==> config.mk <==
export PLATFORM = sky130hd
export DESIGN_NAME = char_translate_squeeze_delete
export DESIGN_NICKNAME = d
export VERILOG_FILES = /design/src/ctsd_pkg.sv /design/src/ctsd_table.sv /design/src/ctsd_filter.sv /design/src/char_translate_squeeze_delete.sv
export SDC_FILE = /design/constraint.sdc
export NUM_CORES = 2
export LEC_CHECK = 0
export BUFFER_PORTS_ARGS = -buffer_cell sky130_fd_sc_hd__buf_2
export CAP_MARGIN = 10
export CELL_PAD_IN_SITES_DETAIL_PLACEMENT = 2
export CELL_PAD_IN_SITES_GLOBAL_PLACEMENT = 2
export CORE_MARGIN = 3
export CORE_UTILIZATION = 46
export DETAILED_ROUTE_END_ITERATION = 16
export PLACE_DENSITY_LB_ADDON = 0.1
export SYNTH_ARGS = -nofsm -noshare
export SYNTH_HDL_FRONTEND = slang
export SYNTH_SLANG_ARGS = --single-unit
==> constraint.sdc <==
create_clock -name clk -period 3.3 [get_ports clk]
set_input_delay 0.33 -clock clk [delete_from_list [all_inputs] [get_ports clk]]
set_output_delay 0.33 -clock clk [all_outputs]
set_load 0.01 [all_outputs]
==> src/ctsd_pkg.sv <==
`default_nettype none

package ctsd_pkg;

	localparam int BYTE_W             = 8;
	localparam int TABLE_DEPTH        = 256;
	localparam int TABLE_AW           = $clog2(TABLE_DEPTH);
	localparam int KEPT_COUNT_W       = 16;
	localparam int COUNT_BITS_DEFAULT = 16;
	localparam int CFG_INDEX_W        = 1;
	localparam int CFG_DATA_W         = 1;

	typedef enum logic {
		OP_DATA     = 1'b0,
		OP_TABLE_WR = 1'b1
	} op_e;

	typedef enum logic [CFG_INDEX_W-1:0] {
		REG_REPLACE_MODE = 1'b0,
		REG_SQUEEZE_EN   = 1'b1
	} cfg_reg_e;

	// One table entry: set membership and translation target
	typedef struct packed {
		logic              in_set;
		logic [BYTE_W-1:0] target;
	} entry_t;

	// Item fields that travel with the table lookup
	typedef struct packed {
		op_e               op;
		logic [BYTE_W-1:0] byte_val;
		logic              sos;
		logic              eos;
	} item_t;

	// Configuration write beat
	typedef struct packed {
		logic                   we;
		cfg_reg_e               index;
		logic [CFG_DATA_W-1:0]  data;
	} cfg_wr_t;

endpackage

`default_nettype wire

==> src/ctsd_table.sv <==
`default_nettype none

module ctsd_table (
	input  wire                             clk,
	input  wire                             arst_n,
	input  wire                             rd_en,
	input  wire                             wr_en,
	input  wire  [ctsd_pkg::TABLE_AW-1:0]   addr,
	input  ctsd_pkg::entry_t                wr_entry,
	output ctsd_pkg::entry_t                rd_entry
);
	import ctsd_pkg::*;

	entry_t                  mem [TABLE_DEPTH];
	logic [TABLE_DEPTH-1:0]  written_q;
	entry_t                  rd_s1;
	logic                    hit_s1;
	logic [TABLE_AW-1:0]     addr_s1;

	// Synchronous single-port memory, read data registered
	always_ff @(posedge clk) begin
		if (wr_en) begin
			mem[addr] <= wr_entry;
		end
		if (rd_en) begin
			rd_s1   <= mem[addr];
			addr_s1 <= addr;
		end
	end

	// Entries never written read as identity, not in set
	always_ff @(posedge clk or negedge arst_n) begin
		if (!arst_n) begin
			written_q <= '0;
			hit_s1    <= 1'b0;
		end else begin
			if (wr_en) begin
				written_q[addr] <= 1'b1;
			end
			if (rd_en) begin
				hit_s1 <= written_q[addr];
			end
		end
	end

	always_comb begin
		if (hit_s1) begin
			rd_entry = rd_s1;
		end else begin
			rd_entry.in_set = 1'b0;
			rd_entry.target = BYTE_W'(addr_s1);
		end
	end

endmodule

`default_nettype wire

==> src/ctsd_filter.sv <==
`default_nettype none

module ctsd_filter #(
	parameter int COUNT_BITS = ctsd_pkg::COUNT_BITS_DEFAULT
) (
	input  wire                                 clk,
	input  wire                                 arst_n,
	input  ctsd_pkg::cfg_wr_t                   cfg,
	input  wire                                 step,
	input  ctsd_pkg::item_t                     item,
	input  ctsd_pkg::entry_t                    entry,
	input  wire                                 out_ready,
	output logic                                out_valid,
	output logic [ctsd_pkg::BYTE_W-1:0]         out_byte,
	output logic                                keep,
	output logic                                string_done,
	output logic [ctsd_pkg::KEPT_COUNT_W-1:0]   kept_count
);
	import ctsd_pkg::*;

	logic                   replace_q;
	logic                   squeeze_q;
	logic [BYTE_W-1:0]      prev_byte_q;
	logic                   prev_vld_q;
	logic [COUNT_BITS-1:0]  cnt_q;

	logic                   is_data;
	logic [BYTE_W-1:0]      prev_byte_eff;
	logic                   prev_vld_eff;
	logic [COUNT_BITS-1:0]  cnt_eff;
	logic                   squeezed;
	logic                   keep_nxt;
	logic [BYTE_W-1:0]      byte_nxt;
	logic [COUNT_BITS-1:0]  cnt_nxt;

	always_comb begin
		is_data       = (item.op == OP_DATA);
		prev_byte_eff = item.sos ? '0 : prev_byte_q;
		prev_vld_eff  = item.sos ? 1'b0 : prev_vld_q;
		cnt_eff       = item.sos ? '0 : cnt_q;
		squeezed      = squeeze_q && entry.in_set && prev_vld_eff
			&& (prev_byte_eff == item.byte_val);
		keep_nxt      = is_data && !squeezed && (replace_q || !entry.in_set);
		byte_nxt      = replace_q ? entry.target : item.byte_val;
		cnt_nxt       = cnt_eff + COUNT_BITS'(keep_nxt);
	end

	// Mode registers and per-string history
	always_ff @(posedge clk or negedge arst_n) begin
		if (!arst_n) begin
			replace_q   <= 1'b1;
			squeeze_q   <= 1'b0;
			prev_byte_q <= '0;
			prev_vld_q  <= 1'b0;
			cnt_q       <= '0;
			out_valid   <= 1'b0;
		end else begin
			if (cfg.we) begin
				unique case (cfg.index)
					REG_REPLACE_MODE: replace_q <= cfg.data[0];
					REG_SQUEEZE_EN:   squeeze_q <= cfg.data[0];
					default:          ;
				endcase
			end
			if (step && is_data) begin
				cnt_q <= cnt_nxt;
				if (!squeezed) begin
					prev_byte_q <= item.byte_val;
					prev_vld_q  <= 1'b1;
				end
			end
			if (step) begin
				out_valid <= 1'b1;
			end else if (out_ready) begin
				out_valid <= 1'b0;
			end
		end
	end

	always_ff @(posedge clk) begin
		if (step) begin
			out_byte    <= keep_nxt ? byte_nxt : '0;
			keep        <= keep_nxt;
			string_done <= is_data && item.eos;
			kept_count  <= KEPT_COUNT_W'(is_data ? cnt_nxt : cnt_q);
		end
	end

endmodule

`default_nettype wire

==> src/char_translate_squeeze_delete.sv <==
// Channel   Dir  Handshake            Beat contents
// in        in   in_valid/in_ready    operation, byte_value, start_of_string,
//                                     end_of_string, entry_in_set, entry_target
// out       out  out_valid/out_ready  out_byte, keep, string_done, kept_count
// cfg       in   cfg_we               cfg_index, cfg_data (no wait, no read-back)
//
// One beat per cycle sustained while out_ready stays high; each beat passes from input to output
// through the table read register (loaded at accept), then the filter and output register.
// The single table memory port serves every beat: one read, plus a write for a table write.
// Reset sets every table entry to identity and not in set through per-entry
// written bits, so the block takes beats right after reset.
// An output stall holds the lookup stage; in_ready drops only when both are full.
`default_nettype none

module char_translate_squeeze_delete #(
	parameter int COUNT_BITS = ctsd_pkg::COUNT_BITS_DEFAULT
) (
	input  wire                                   clk,
	input  wire                                   arst_n,
	// configuration
	input  wire                                   cfg_we,
	input  wire  [ctsd_pkg::CFG_INDEX_W-1:0]      cfg_index,
	input  wire  [ctsd_pkg::CFG_DATA_W-1:0]       cfg_data,
	// input channel
	input  wire                                   in_valid,
	output logic                                  in_ready,
	input  wire                                   operation,
	input  wire  [ctsd_pkg::BYTE_W-1:0]           byte_value,
	input  wire                                   start_of_string,
	input  wire                                   end_of_string,
	input  wire                                   entry_in_set,
	input  wire  [ctsd_pkg::BYTE_W-1:0]           entry_target,
	// output channel
	output logic                                  out_valid,
	input  wire                                   out_ready,
	output logic [ctsd_pkg::BYTE_W-1:0]           out_byte,
	output logic                                  keep,
	output logic                                  string_done,
	output logic [ctsd_pkg::KEPT_COUNT_W-1:0]     kept_count
);
	import ctsd_pkg::*;

	logic     accept;
	logic     advance;
	logic     step;
	logic     valid_s1;
	item_t    item_s1;
	item_t    item_in;
	entry_t   wr_entry;
	entry_t   rd_entry;
	cfg_wr_t  cfg;

	// Pack the input beat
	always_comb begin
		item_in.op       = op_e'(operation);
		item_in.byte_val = byte_value;
		item_in.sos      = start_of_string;
		item_in.eos      = end_of_string;
		wr_entry.in_set  = entry_in_set;
		wr_entry.target  = entry_target;
		cfg.we           = cfg_we;
		cfg.index        = cfg_reg_e'(cfg_index);
		cfg.data         = cfg_data;
	end

	// The output register frees up when empty or being drained; the lookup
	// stage advances into it then, and a new beat may enter behind it.
	assign advance  = !out_valid || out_ready;
	assign step     = valid_s1 && advance;
	assign in_ready = !valid_s1 || advance;
	assign accept   = in_valid && in_ready;

	// Table writes land at accept, so the next beat's read already sees them:
	// the port takes one address per cycle and no bypass is needed.
	ctsd_table u_table (
		.clk      (clk),
		.arst_n   (arst_n),
		.rd_en    (accept),
		.wr_en    (accept && (item_in.op == OP_TABLE_WR)),
		.addr     (byte_value),
		.wr_entry (wr_entry),
		.rd_entry (rd_entry)
	);

	// Lookup stage: hold the beat fields alongside the registered table data
	always_ff @(posedge clk or negedge arst_n) begin
		if (!arst_n) begin
			valid_s1 <= 1'b0;
		end else if (accept) begin
			valid_s1 <= 1'b1;
		end else if (advance) begin
			valid_s1 <= 1'b0;
		end
	end

	always_ff @(posedge clk) begin
		if (accept) begin
			item_s1 <= item_in;
		end
	end

	// Squeeze, translate or delete, count, and drive the output register
	ctsd_filter #(
		.COUNT_BITS (COUNT_BITS)
	) u_filter (
		.clk         (clk),
		.arst_n      (arst_n),
		.cfg         (cfg),
		.step        (step),
		.item        (item_s1),
		.entry       (rd_entry),
		.out_ready   (out_ready),
		.out_valid   (out_valid),
		.out_byte    (out_byte),
		.keep        (keep),
		.string_done (string_done),
		.kept_count  (kept_count)
	);

`ifndef SYNTHESIS
	// An accepted beat always occupies the lookup stage next cycle
	a_accept_fills: assert property (@(posedge clk) disable iff (!arst_n)
		accept |=> valid_s1)
		else $error("accepted beat did not reach lookup stage");

	// Backpressure only comes from a full lookup stage behind a stalled output
	a_ready_cause: assert property (@(posedge clk) disable iff (!arst_n)
		!in_ready |-> (valid_s1 && out_valid && !out_ready))
		else $error("in_ready low without a stall");

	// A stalled lookup stage keeps its beat
	a_s1_hold: assert property (@(posedge clk) disable iff (!arst_n)
		(valid_s1 && !advance) |=> (valid_s1 && $stable(item_s1)))
		else $error("lookup stage lost its beat during a stall");

	// A table write never emits a kept byte
	a_write_no_keep: assert property (@(posedge clk) disable iff (!arst_n)
		(step && (item_s1.op == OP_TABLE_WR)) |=> (!keep && !string_done))
		else $error("table write produced a kept byte");
`endif

endmodule

`default_nettype wire

==> metrics.yaml <==
run_status:
  status: "finished clean"
placement:
  postPlaceCellArea_um2: 111600
  post-dp-hpwl_um: 214000
  dp_slack_ps: -864.1
  port_buffers: 54
  gp_congestion: 0.8347
global_routing:
  grt_max_degree: 113
  grt_pass1_wl_um: 469100
  grt_antenna_before_repair: 17
  grt_pass1_vias: 58610
  met3_usage_pct: 4.405
  gr-total-overflow: 0
  grt.total_usage_pct: 28.95
  use_met2_pct: 47.77
  grt_util_met1_pct: 39.92
  top_usage_layer: "met2"
cts:
  h-tree-depth: 5
  clock_path_buffers: 4
  cts_buffers: 295
  clk_pin_slew_ps: 60
  clkLatencyLatePin_ps: 960
  cts_tree: "done"
  root_buffer: "clkbuf_16"
  cts.sinks: 2636
yosys:
  synth_top_cell_area_share_pct: 68.98
  synth_area_um2: 102300
  synth_warnings: 0
  synth_ff_type: "edfxtp_1"
  yosysSeqAreaShare_pct: 75.98
  yosys.area.top_type: "edfxtp_1"
  syn_area_per_cell_um2: 21.50
  yosysUniqueCellTypes: 58
  synthTopCellsByArea: "edfxtp_1 (69%), mux4_2 (17%), dfrtp_1 (7.0%)"
  syn_nets: 4788
  syn_inst: 4759
  async_reset_ff_share_pct: 10.85
  synth-seq-cells: 2636
  synth-edff-count: 2350
power_and_ir_drop:
  vdd_drop_max_uv: 583.8
  power.density_nw_per_um2: 603.7
  p_leak_nw: 41.67
finish:
  final_area_um2: 121100
  syn_to_final_growth_pct: 18.43
  fin_nets: 5588
  fillers: 18450
  drive_gt1_share_pct: 38.72
floorplanning:
  coreArea_um2: 220400
  die-area_um2: 228100
  initial_core_util_pct: 46.42
  fp.dieW_um: 477.6
  die_y_um: 477.6
  row_count: 172
  ios: 55
sta:
  fmax_mhz: 308.4
  fin_tns_setup_ps: 0
  rsz0062_at_grt: "yes"
  report.final.slew_viol_count: 0
  timing.slew.headroom_pct: 18.00
  tightest_slew_ps: 1226
  final.setup.worst_slack_ps: 57.24
  min_period_ps: 3243
  final_hold_viol_count: 0
  fin_skew_ps: 71.45
  setup_viol: 0
  fin_crit_sh_pct: 98.27
critical_path:
  crit_path_end_kind: "register"
  critPathMaxFanout: 1
  worstSetupStartpointType: "register"
  worst-setup-path-type: "register to register"
  crit_arrival_ps: 3930
  reg2reg_depth: 6
  required_ps: 3990
detailed_routing:
  drt-pass1-iter-count: 5
  vias_per_cell: 6.182
  num_vias: 53980
  wl_per_cell_um: 37.49
  wl_um: 327400
  drt_iter0_drc: 5987
  drc_errors: 0
  drtAntennaViolNets: 0
hold_path:
  hold_path.class: "input port to asynchronous set/reset pin"
flow_run:
  drv_cap: 0
-- worst max-delay path, cell delays in order (launching register included) --
cell,delay [ps]
edfxtp_1,430
mux4_2,470
mux4_2,470
a22oi_1,840
buf_4,270
a21oi_1,70
or4_1,420
-- worst paths after layout --
check,start,end,slack (ps)
min reg2reg,u_table.written_q[19]$_DFFE_PN0P_,u_table.written_q[19]$_DFFE_PN0P_,460
min,arst_n,u_table.written_q[214]$_DFFE_PN0P_,10
min in group clk,byte_value[7],u_table.rd_s1[5]$_DFFE_PP_,60
max in group asynchronous,arst_n,u_table.written_q[224]$_DFFE_PN0P_,2180
max reg2reg,u_table.mem[105][6]$_DFFE_PP_,u_table.rd_s1[6]$_DFFE_PP_,60
max,u_table.mem[105][6]$_DFFE_PP_,u_table.rd_s1[6]$_DFFE_PP_,60
-- layout by cell type (no fill, tap or decap), drive strengths merged, types with 29 or more instances in the layout --
cell / count
clkinv: 87
buf: 750
nand2: 118
or2: 262
nand3: 29
o21ai: 39
nor3: 30
a21oi: 65
nor2: 274
edfxtp: 2350
dfrtp: 285
mux4: 763
mux2i: 43
a22oi: 63
clkbuf: 400
-- cell usage after synthesis (5+ instances only) --
cell	instances
a211oi_1	6
a21oi_1	65
a22oi_1	63
a31oi_1	8
buf_1	32
buf_2	83
buf_4	15
buf_6	14
clkbuf_1	127
dfrtp_1	285
edfxtp_1	2350
inv_1	5
mux2_2	19
mux2i_1	43
mux4_2	763
nand2_1	118
nand2b_1	13
nand3_1	29
nand3b_1	7
nand4_1	5
nor2_1	274
nor2b_1	18
nor3_1	30
nor4_1	6
o2111ai_1	5
o21ai_0	37
o22ai_1	5
or2_2	262
or4_1	11
xor2_1	5
-- timing repair --
item	CTS	global route
setup buffers	1	3
cloned	0	0
resized for setup	7	17
hold endpoints to repair	379	0
endpoints found under the setup margin	8	13
hold buffers	20	0
pin swaps	0	2
-- metal layers --
| metal | up-vias | share of wire [%] |
|---|---|---|
| met5 | - | 0.026 |
| met3 | 509 | 6.1 |
| li1 | 21170 | - |
| met4 | 14 | 3.4 |
| met1 | 30070 | 40 |
| met2 | 2225 | 50 |
-- cell families (layout without fill, tap and decap cells) --
| kind of cell | count (synthesis) | count (layout) | synth area share (%) |
|---|---|---|---|
| xor gates and xnor gates | 7 | 7 | 0.05993 |
| DFF | 2636 | 2636 | 75.98 |
| buffers and inverters | 276 | 1289 | 1.272 |
| adders and majority gates | 2 | 2 | 0.02446 |
| other | 0 | 2 | 0 |
| muxes | 825 | 825 | 17.43 |
| AOI/OAI and AO/OA | 221 | 221 | 1.393 |
| and+or+nand+nor | 792 | 792 | 3.844 |
-- registers in the layout (all words and copies together) (netlist names) --
signal                flops
u_table.addr_s1           8
valid_s1                  1
u_filter.squeeze_q        1
u_table.written_q       256
item_s1                   3
u_filter.string_done      1
u_filter.keep             1
u_filter.prev_vld_q       1
u_filter.replace_q        1
u_table.rd_s1             9
u_filter.prev_byte_q      8
u_table.hit_s1            1
u_filter.out_valid        1
u_filter.cnt_q           16
u_table.mem            2304
u_filter.kept_count      16
u_filter.out_byte         8
-- where the power goes --
group          internal [W]  switching, W
registers            0.0366      0.000198
clock network        0.0188        0.0132
logic               0.00174       0.00260
-- final cells by class --
class	instances	area (µm²)	area share [%]
Tap cell	2958	3701	3.055
Timing Repair Buffer	774	7062	5.829
Sequential cell	2636	77730	64.16
Inverter	5	18.77	0.01549
Antenna cell	2	5.005	0.004131
Clock buffer	396	8139	6.718
Multi-Input combinational cell	1847	23440	19.34
Clock inverter	114	1061	0.8758
-- metrics by stage --
| stage | hold WS (ps) | utilization, % | instances | total power, W |
|---|---|---|---|---|
| 2_1_floorplan | 34.41 | - | 4759 | 0.03938 |
| 3_3_place_gp | 378.3 | 50.65 | 8196 | 0.04164 |
| 3_5_place_dp | 383.8 | 50.65 | 8196 | 0.04181 |
| 4_1_cts | 7.973 | 54.93 | 8727 | 0.07369 |
| 5_1_grt | 17.42 | 54.97 | 8731 | 0.07524 |
| 6_report | 9.842 | 54.97 | 8732 | 0.07314 |
(Power assumes the default switching activity.)
